<file path="config.mk">
export PLATFORM = sky130hd
export DESIGN_NAME = mac_address_text_parser_top
export DESIGN_NICKNAME = d
export VERILOG_FILES = /design/src/hw/rtl/macp_pkg.sv /design/src/hw/rtl/macp_char_class.sv /design/src/hw/rtl/mac_address_text_parser_top.sv
export VERILOG_INCLUDE_DIRS = /design/src /design/src/hw/rtl
export SDC_FILE = /design/constraint.sdc
export NUM_CORES = 1
export LEC_CHECK = 0
export BUFFER_PORTS_ARGS = -buffer_cell sky130_fd_sc_hd__buf_2
export CORE_ASPECT_RATIO = 0.9
export CORE_MARGIN = 1.5
export CORE_UTILIZATION = 58
export DETAILED_ROUTE_END_ITERATION = 8
export PLACE_DENSITY = 0.84
export SLEW_MARGIN = 25
export SYNTH_ARGS = -nofsm -noshare
export SYNTH_HDL_FRONTEND = slang
export SYNTH_SLANG_ARGS = --single-unit
</file>
<file path="constraint.sdc">
create_clock -name clk_i -period 4.5 [get_ports clk_i]
set_input_delay 0.225 -clock clk_i [delete_from_list [all_inputs] [get_ports clk_i]]
set_output_delay 0.225 -clock clk_i [all_outputs]
set_load 0.05 [all_outputs]
</file>
<file path="src/hw/rtl/mac_address_text_parser_top_assert.svh">
// Assertion macros for the parser RTL.
// Each check is clocked on the given clock and is switched off during reset.
`ifndef MAC_ADDRESS_TEXT_PARSER_TOP_ASSERT_SVH
`define MAC_ADDRESS_TEXT_PARSER_TOP_ASSERT_SVH

`ifndef NO_ASSERTIONS

`define MACP_ASSERT(label, clk, rstn, prop) \
  label: assert property (@(posedge clk) disable iff (!rstn) (prop)) \
    else $error("macp assertion failed");

`define MACP_ASSERT_NEXT(label, clk, rstn, ante, cons) \
  label: assert property (@(posedge clk) disable iff (!rstn) (ante) |=> (cons)) \
    else $error("macp assertion failed");

`else

`define MACP_ASSERT(label, clk, rstn, prop)

`define MACP_ASSERT_NEXT(label, clk, rstn, ante, cons)

`endif

`endif

</file>
<file path="src/hw/rtl/macp_pkg.sv">
`default_nettype none

package macp_pkg;

  // Address format, as reported on the style output.
  typedef enum logic [1:0] {
    STYLE_COLON = 2'd0,
    STYLE_DASH  = 2'd1,
    STYLE_DOT   = 2'd2,
    STYLE_NONE  = 2'd3
  } style_e;

  localparam logic [7:0] CH_COLON = 8'h3A;
  localparam logic [7:0] CH_DASH  = 8'h2D;
  localparam logic [7:0] CH_DOT   = 8'h2E;
  localparam logic [7:0] CH_SPACE = 8'h20;
  localparam logic [7:0] CH_TAB   = 8'h09;
  localparam logic [7:0] CH_CR    = 8'h0D;

  localparam logic [3:0] DIGITS_TOTAL = 4'd12;
  localparam logic [3:0] GROUP_PAIR   = 4'd2;
  localparam logic [3:0] GROUP_QUAD   = 4'd4;

  localparam int unsigned ADDR_W   = 48;
  localparam int unsigned PREFIX_W = 24;

  // What one character is, as seen by the parser.
  typedef struct packed {
    logic       is_space;
    logic       is_sep;
    style_e     sep;
    logic       is_hex;
    logic [3:0] hex_val;
  } char_class_t;

  // Digits needed in each group for a given format.
  function automatic logic [3:0] group_need(style_e mode);
    logic [3:0] need;
    case (mode)
      STYLE_COLON, STYLE_DASH: need = GROUP_PAIR;
      STYLE_DOT:               need = GROUP_QUAD;
      default:                 need = DIGITS_TOTAL;
    endcase
    return need;
  endfunction

endpackage

`default_nettype wire

</file>
<file path="src/hw/rtl/macp_char_class.sv">
`default_nettype none

module macp_char_class import macp_pkg::*; (
  input  logic [7:0]  ch_i,
  output char_class_t cls_o
);

  logic [7:0] lower;

  // Setting bit 5 folds upper-case letters onto lower case.
  assign lower = ch_i | 8'h20;

  always_comb begin
    cls_o          = '0;
    cls_o.sep      = STYLE_NONE;
    cls_o.is_space = (ch_i == CH_SPACE) || (ch_i inside {[CH_TAB:CH_CR]});

    case (ch_i)
      CH_COLON: begin
        cls_o.is_sep = 1'b1;
        cls_o.sep    = STYLE_COLON;
      end
      CH_DASH: begin
        cls_o.is_sep = 1'b1;
        cls_o.sep    = STYLE_DASH;
      end
      CH_DOT: begin
        cls_o.is_sep = 1'b1;
        cls_o.sep    = STYLE_DOT;
      end
      default: begin
        cls_o.is_sep = 1'b0;
      end
    endcase

    if (ch_i inside {[8'h30:8'h39]}) begin
      cls_o.is_hex  = 1'b1;
      cls_o.hex_val = ch_i[3:0];
    end else if (lower inside {[8'h61:8'h66]}) begin
      cls_o.is_hex  = 1'b1;
      cls_o.hex_val = 4'd9 + lower[3:0];
    end
  end

endmodule

`default_nettype wire

</file>
<file path="src/hw/rtl/mac_address_text_parser_top.sv">
// MAC address text parser: one character enters per cycle on the input channel,
// with last marking the end of the string, and one result leaves for each string
// on the cycle after its last character has been parsed. A character passes an
// input register and then the parse logic, which updates the parse state or, on
// the last character, loads the result register; an accepted last character thus
// passes both registers before its result becomes visible. The input side takes
// an item every cycle; it stalls only while a last character waits and the
// result register still holds a result that has not been taken.
`default_nettype none

`include "mac_address_text_parser_top_assert.svh"

module mac_address_text_parser_top import macp_pkg::*; (
  input  logic                clk_i,
  input  logic                rst_ni,
  input  logic                in_valid_i,
  output logic                in_ready_o,
  input  logic [7:0]          ch_i,
  input  logic                last_i,
  output logic                out_valid_o,
  input  logic                out_ready_i,
  output logic                valid_res_o,
  output logic [ADDR_W-1:0]   address_o,
  output logic [1:0]          style_o,
  output logic [PREFIX_W-1:0] vendor_prefix_o,
  output logic                all_ones_o,
  output logic                all_zero_o
);

  // Input register.
  logic       in_valid_q;
  logic [7:0] ch_q;
  logic       last_q;
  logic       proc;

  // Parse state.
  logic [ADDR_W-1:0] shift_q, shift_d;
  logic [3:0]        dig_cnt_q, dig_cnt_d;
  logic [3:0]        grp_cnt_q, grp_cnt_d;
  style_e            mode_q, mode_d;
  logic              seen_q, seen_d;
  logic              trail_q, trail_d;
  logic              failed_q, failed_d;

  // Result register.
  logic                out_valid_q;
  logic                res_ok_q;
  logic [ADDR_W-1:0]   res_addr_q;
  style_e              res_style_q;
  logic                res_ones_q;
  logic                res_zero_q;

  logic              ok;
  logic [ADDR_W-1:0] addr_res;

  char_class_t cls;

  macp_char_class u_class (
    .ch_i  (ch_q),
    .cls_o (cls)
  );

  // A character that ends a string needs room in the result register.
  assign proc       = in_valid_q && (!last_q || !out_valid_q || out_ready_i);
  assign in_ready_o = !in_valid_q || proc;

  always_ff @(posedge clk_i or negedge rst_ni) begin
    if (!rst_ni) begin
      in_valid_q <= 1'b0;
    end else if (in_ready_o) begin
      in_valid_q <= in_valid_i;
    end
  end

  always_ff @(posedge clk_i) begin
    if (in_ready_o && in_valid_i) begin
      ch_q   <= ch_i;
      last_q <= last_i;
    end
  end

  always_comb begin
    shift_d   = shift_q;
    dig_cnt_d = dig_cnt_q;
    grp_cnt_d = grp_cnt_q;
    mode_d    = mode_q;
    seen_d    = seen_q;
    trail_d   = trail_q;
    failed_d  = failed_q;

    if (!failed_q) begin
      if (cls.is_space) begin
        if (seen_q) begin
          trail_d = 1'b1;
        end
      end else if (trail_q) begin
        failed_d = 1'b1;
      end else begin
        seen_d = 1'b1;
        if (cls.is_sep) begin
          if (mode_q != STYLE_NONE && mode_q != cls.sep) begin
            failed_d = 1'b1;
          end else begin
            // The format is locked even when this separator's group is wrong.
            mode_d = (mode_q == STYLE_NONE) ? cls.sep : mode_q;
            if (grp_cnt_q != group_need(mode_d)) begin
              failed_d = 1'b1;
            end else begin
              grp_cnt_d = '0;
            end
          end
        end else if (!cls.is_hex || dig_cnt_q == DIGITS_TOTAL) begin
          failed_d = 1'b1;
        end else begin
          shift_d   = {shift_q[ADDR_W-5:0], cls.hex_val};
          dig_cnt_d = dig_cnt_q + 4'd1;
          grp_cnt_d = grp_cnt_q + 4'd1;
        end
      end
    end

    ok = !failed_d && seen_d && dig_cnt_d == DIGITS_TOTAL &&
         grp_cnt_d == group_need(mode_d);
    addr_res = ok ? shift_d : '0;
  end

  always_ff @(posedge clk_i or negedge rst_ni) begin
    if (!rst_ni) begin
      shift_q   <= '0;
      dig_cnt_q <= '0;
      grp_cnt_q <= '0;
      mode_q    <= STYLE_NONE;
      seen_q    <= 1'b0;
      trail_q   <= 1'b0;
      failed_q  <= 1'b0;
    end else if (proc) begin
      if (last_q) begin
        shift_q   <= '0;
        dig_cnt_q <= '0;
        grp_cnt_q <= '0;
        mode_q    <= STYLE_NONE;
        seen_q    <= 1'b0;
        trail_q   <= 1'b0;
        failed_q  <= 1'b0;
      end else begin
        shift_q   <= shift_d;
        dig_cnt_q <= dig_cnt_d;
        grp_cnt_q <= grp_cnt_d;
        mode_q    <= mode_d;
        seen_q    <= seen_d;
        trail_q   <= trail_d;
        failed_q  <= failed_d;
      end
    end
  end

  always_ff @(posedge clk_i or negedge rst_ni) begin
    if (!rst_ni) begin
      out_valid_q <= 1'b0;
    end else if (proc && last_q) begin
      out_valid_q <= 1'b1;
    end else if (out_ready_i) begin
      out_valid_q <= 1'b0;
    end
  end

  always_ff @(posedge clk_i) begin
    if (proc && last_q) begin
      res_ok_q    <= ok;
      res_addr_q  <= addr_res;
      res_style_q <= mode_d;
      res_ones_q  <= ok && (&addr_res);
      res_zero_q  <= ok && (addr_res == '0);
    end
  end

  assign out_valid_o     = out_valid_q;
  assign valid_res_o     = res_ok_q;
  assign address_o       = res_addr_q;
  assign style_o         = res_style_q;
  assign vendor_prefix_o = res_addr_q[ADDR_W-1 -: PREFIX_W];
  assign all_ones_o      = res_ones_q;
  assign all_zero_o      = res_zero_q;

  `MACP_ASSERT(a_digit_bound, clk_i, rst_ni, dig_cnt_q <= DIGITS_TOTAL)
  `MACP_ASSERT(a_invalid_zero, clk_i, rst_ni,
               !(out_valid_o && !valid_res_o) || address_o == '0)
  `MACP_ASSERT(a_ones_valid, clk_i, rst_ni,
               !(out_valid_o && all_ones_o) || (valid_res_o && (&vendor_prefix_o)))
  `MACP_ASSERT_NEXT(a_clear_after_last, clk_i, rst_ni, proc && last_q,
                    dig_cnt_q == '0 && !failed_q && !seen_q && mode_q == STYLE_NONE)
  `MACP_ASSERT_NEXT(a_result_drains, clk_i, rst_ni,
                    out_valid_o && out_ready_i && !(proc && last_q), !out_valid_o)

endmodule

`default_nettype wire

</file>
==> impl_results.rst <==
.. list-table::
   :header-rows: 1

   * - Metric
     - Value
   * - Run status
     - complete, but fails checks
   * - Violated checks
     - hold timing
   * - Vias in the first global route
     - 5569
   * - Maximum number of pins on one net before global-route repair
     - 64
   * - Total buffers and inverters traversed by the critical path
     - 2
   * - Biggest cell delay along the critical path
     - 610 ps
   * - R2R Path End
     - address_o[37]
   * - Cells after Synth
     - 681
   * - Leading cell type in the layout, fill and taps excluded
     - nand2_1
   * - Kind of cell adding the most delay to the critical path
     - compound AO/OA/AOI/OAI gates
   * - Total of cells resized after clock tree synthesis
     - 0
   * - Reg-to-reg startpoint
     - ch_q[1]
   * - Initial antenna violation count
     - 0
   * - Post-CTS clock slew at the launch and capture registers of the worst setup and hold paths
     - 60 ps
   * - Residual DRC
     - 0
   * - Leakage component of the power
     - 2.99 nW
   * - Post-detailed-route count of antenna-violating nets
     - 0
   * - Setup repair after global routing missed its margin
     - no
   * - Final routed wire length divided by cell count
     - 19.7 um
   * - Type of origin of the critical path
     - flip-flop
   * - Pin slew with the least headroom to its limit
     - 958 ps
   * - Main flop type after synthesis
     - edfxtp_1
   * - DRC marker count from the first detailed-route iteration
     - 657
   * - Type of the most critical hold path
     - input port to async pin
   * - Areal power density over the cells
     - 464 mW/mm2
   * - Core area
     - 0.0116 mm2
   * - Total count of hold-check failures in the final report
     - 9
   * - Clock tree root driver cell
     - clkbuf_16
   * - Reg-to-reg setup timing slack
     - 450 ps
   * - Number of max-slew violations in the final report
     - 0
   * - Insertion delay to the later sink of the worst-skew pair
     - 410 ps
   * - Most frequent cells in the layout
     - 149 x nand2_1, 91 x buf_2, 62 x edfxtp_1
   * - Min Clock Period, post-route
     - 4050 ps
   * - Flop and latch count out of synthesis
     - 125
   * - GR Util All Layers
     - 0.287
   * - CP Data Arrival Time
     - 4270 ps
   * - Detailed Route WL
     - 17.9 mm
   * - Number of vias per cell after detailed routing
     - 6.56
   * - Async set or reset register ratio after synthesis
     - 0.504
   * - Die span in y
     - 108 um
   * - Largest buffer count on any clock path
     - 2
   * - Routability-driven placement congestion ratio
     - 0.875
   * - Iteration count of the initial detailed-routing pass
     - 5
   * - Overall power after layout
     - 3.81 mW
   * - Total Nets Final
     - 760
   * - Relative area change from synthesis to final layout
     - 16.4%
   * - Number of filler instances in the final layout
     - 792
   * - Netlist area before placement
     - 0.00704 mm2
   * - Clock sinks
     - 125
   * - Most frequent cell on the critical path
     - o21ai_1
   * - MaxCap Viol Count
     - 0
   * - Share of cells above drive strength 1
     - 0.263
   * - Global-route wire length before repair
     - 29.0 mm
   * - Area of the die
     - 0.0128 mm2
   * - # H-tree levels
     - 4
   * - Synth Area per Inst
     - 10.3 um2
   * - Element type at the critical path end
     - flip-flop
   * - Master of the slowest instance on the critical path
     - or4_1
   * - Part of the Yosys area used for sequential elements
     - 0.488
   * - Worst-case vdd ir drop
     - 250 uV
   * - Setup TNS
     - 0 ps
   * - Cell Rows
     - 37
   * - Maximum clock skew at final layout
     - 7.93 ps
   * - Depth of the worst register-to-register path
     - 10
   * - Total inserted antenna cells
     - 0
   * - CP cell instances
     - inv_1 > ha_1 > a21o_1 > a311oi_2 > o21ai_1 > or4_1 > o21ai_1 > o2111ai_4 > buf_4 > a221oi_2
   * - DR vias
     - 5963
   * - Initial core utilization
     - 0.606
   * - Req. time, crit path
     - 4720 ps
   * - Total setup violations reported at the end of the flow
     - 0
   * - Final period util
     - 0.900
   * - Post-synthesis net count
     - 701
   * - Netlist cell types
     - 62
   * - I/O pin cnt
     - 92
   * - Die outline width
     - 119 um
   * - Clock buffer count from CTS
     - 17
   * - Number of input and output port buffers inserted
     - 91
   * - Grt ovf
     - 0
   * - Critical path start-end classification
     - flip-flop to flip-flop
   * - TritonCTS clock tree
     - built
   * - Max_slew headroom
     - 0.357
   * - Number of synthesis warnings
     - 0
   * - Max Clk Rate
     - 247 MHz
   * - Start point of the critical path
     - ch_q[1]
   * - Maximum fanout along the worst path
     - 20
   * - Worst hold-check slack
     - -16.2 ps
   * - Placed wire-length estimate after detailed placement
     - 11.0 mm
   * - Number of synthesized flops with an enable pin
     - 62
## state kept, by name (all words and copies together) (netlist names), 2 cells and up
register and flops:
address_o 48, shift_q 48, ch_q 8, dig_cnt_q 4, grp_cnt_q 4, mode_q 2, style_o 2
## synth_stat cells (2+ instances only)
master	n	area share
nand4_1	15	0.013
buf_4	27	0.029
a21o_1	3	0.0032
nor4_1	12	0.011
a211oi_1	7	0.0075
a221oi_2	44	0.094
o21ai_1	45	0.032
mux2i_1	5	0.0071
o21a_1	4	0.0043
xnor2_1	4	0.0050
buf_6	2	0.0032
nor4bb_1	5	0.0071
dfstp_2	2	0.0075
or3_1	2	0.0018
xor2_1	5	0.0062
a21oi_1	12	0.0085
o22ai_1	4	0.0036
clkbuf_1	36	0.019
a21boi_0	14	0.015
edfxtp_1	62	0.26
o2111ai_1	5	0.0062
nor3_1	10	0.0071
ha_1	7	0.012
a31oi_1	5	0.0044
nor2_1	12	0.0064
and3b_1	2	0.0025
a21boi_1	31	0.033
buf_2	11	0.0078
nand2b_1	4	0.0036
inv_1	11	0.0059
nand4b_1	2	0.0025
a211o_1	2	0.0025
o211ai_1	2	0.0021
nand3_1	3	0.0021
a22oi_1	2	0.0021
o21bai_1	2	0.0021
and2_1	3	0.0027
or4_1	7	0.0075
o21ai_0	17	0.012
dfrtp_1	61	0.22
nand3b_1	3	0.0032
nand2_1	149	0.079
## final cells by class
cell class                 instances  area (um2)  share of cell area
clock buffer                      18         439              0.0536
multi-input combinational        469        3190               0.389
tap                              156         195              0.0238
clock inverter                    14         216              0.0264
timing repair buffer             116         678              0.0827
sequential                       125        3440               0.420
inverter                          11        41.3             0.00504
## per-layer routing
| layer | track usage | wire length, um | share of wire | vias to the layer above |
|---|---|---|---|---|
| met4 | 0.0929 | 366 | 0.020 | 0 |
| met2 | 0.462 | 8600 | 0.48 | 378 |
| met5 | 0 | 0 | 0 | - |
| met1 | 0.388 | 7220 | 0.40 | 2891 |
| met3 | 0.0678 | 1690 | 0.095 | 44 |
| li1 | - | - | - | 2650 |
## worst reg2reg max path: cells and delay by family (launching register included)
kind / cells / cell delay, ps
compound gates: 6 / 1930
flops: 1 / 480
fa+ha+maj: 1 / 290
buf+inv: 2 / 540
simple gates: 1 / 620
## how the worst max path moves through the flow
| stage | to | slack, ps | cells past startpoint |
|---|---|---|---|
| after floorplan | all_ones_o | 1260 | 11 |
| after global placement | address_o[33] | 680 | 10 |
| after detailed placement | address_o[24] | 520 | 10 |
| after CTS | address_o[37] | 500 | 10 |
| after global routing | address_o[24] | 230 | 10 |
| final | address_o[37] | 450 | 10 |
## metrics by stage
step,worst slack (ps),instances,hold WS (ps),utilization,area [um2]
final,452,909,-16.2,0.705,8200
after global routing,233,909,29.0,0.705,8200
after CTS,503,909,11.1,0.705,8200
after detailed placement,523,868,403,0.641,7450
after global placement,677,868,402,0.641,7450
after floorplan,1260,681,-70.6,-,7040
## report_power, final
part | switching, mW | leakage, nW | internal (mW)
clock | 0.510 | 0.310 | 0.998
combinational | 0.440 | 1.26 | 0.235
sequential | 0.262 | 1.42 | 1.36
total | 1.21 | 2.99 | 2.59
## repair_timing
item	CTS	global route
hold buffers	9	0
endpoints found under the setup margin	0	0
setup buffers	0	0
endpoints found under the hold margin	9	0
## cells by family (layout without fill, tap and decap cells)
kind of cell,after synthesis,count (layout),synth area share
XOR/XNOR,9,9,0.0112
buffers and inverters,87,159,0.0648
AND/OR/NAND/NOR,236,236,0.160
multiplexers,5,5,0.00711
adder cells (fa/ha/maj),7,7,0.0124
flip-flops,125,125,0.488
AO/OA/AOI/OAI,212,212,0.256
Note: power is estimated with default switching activity, not from simulation.
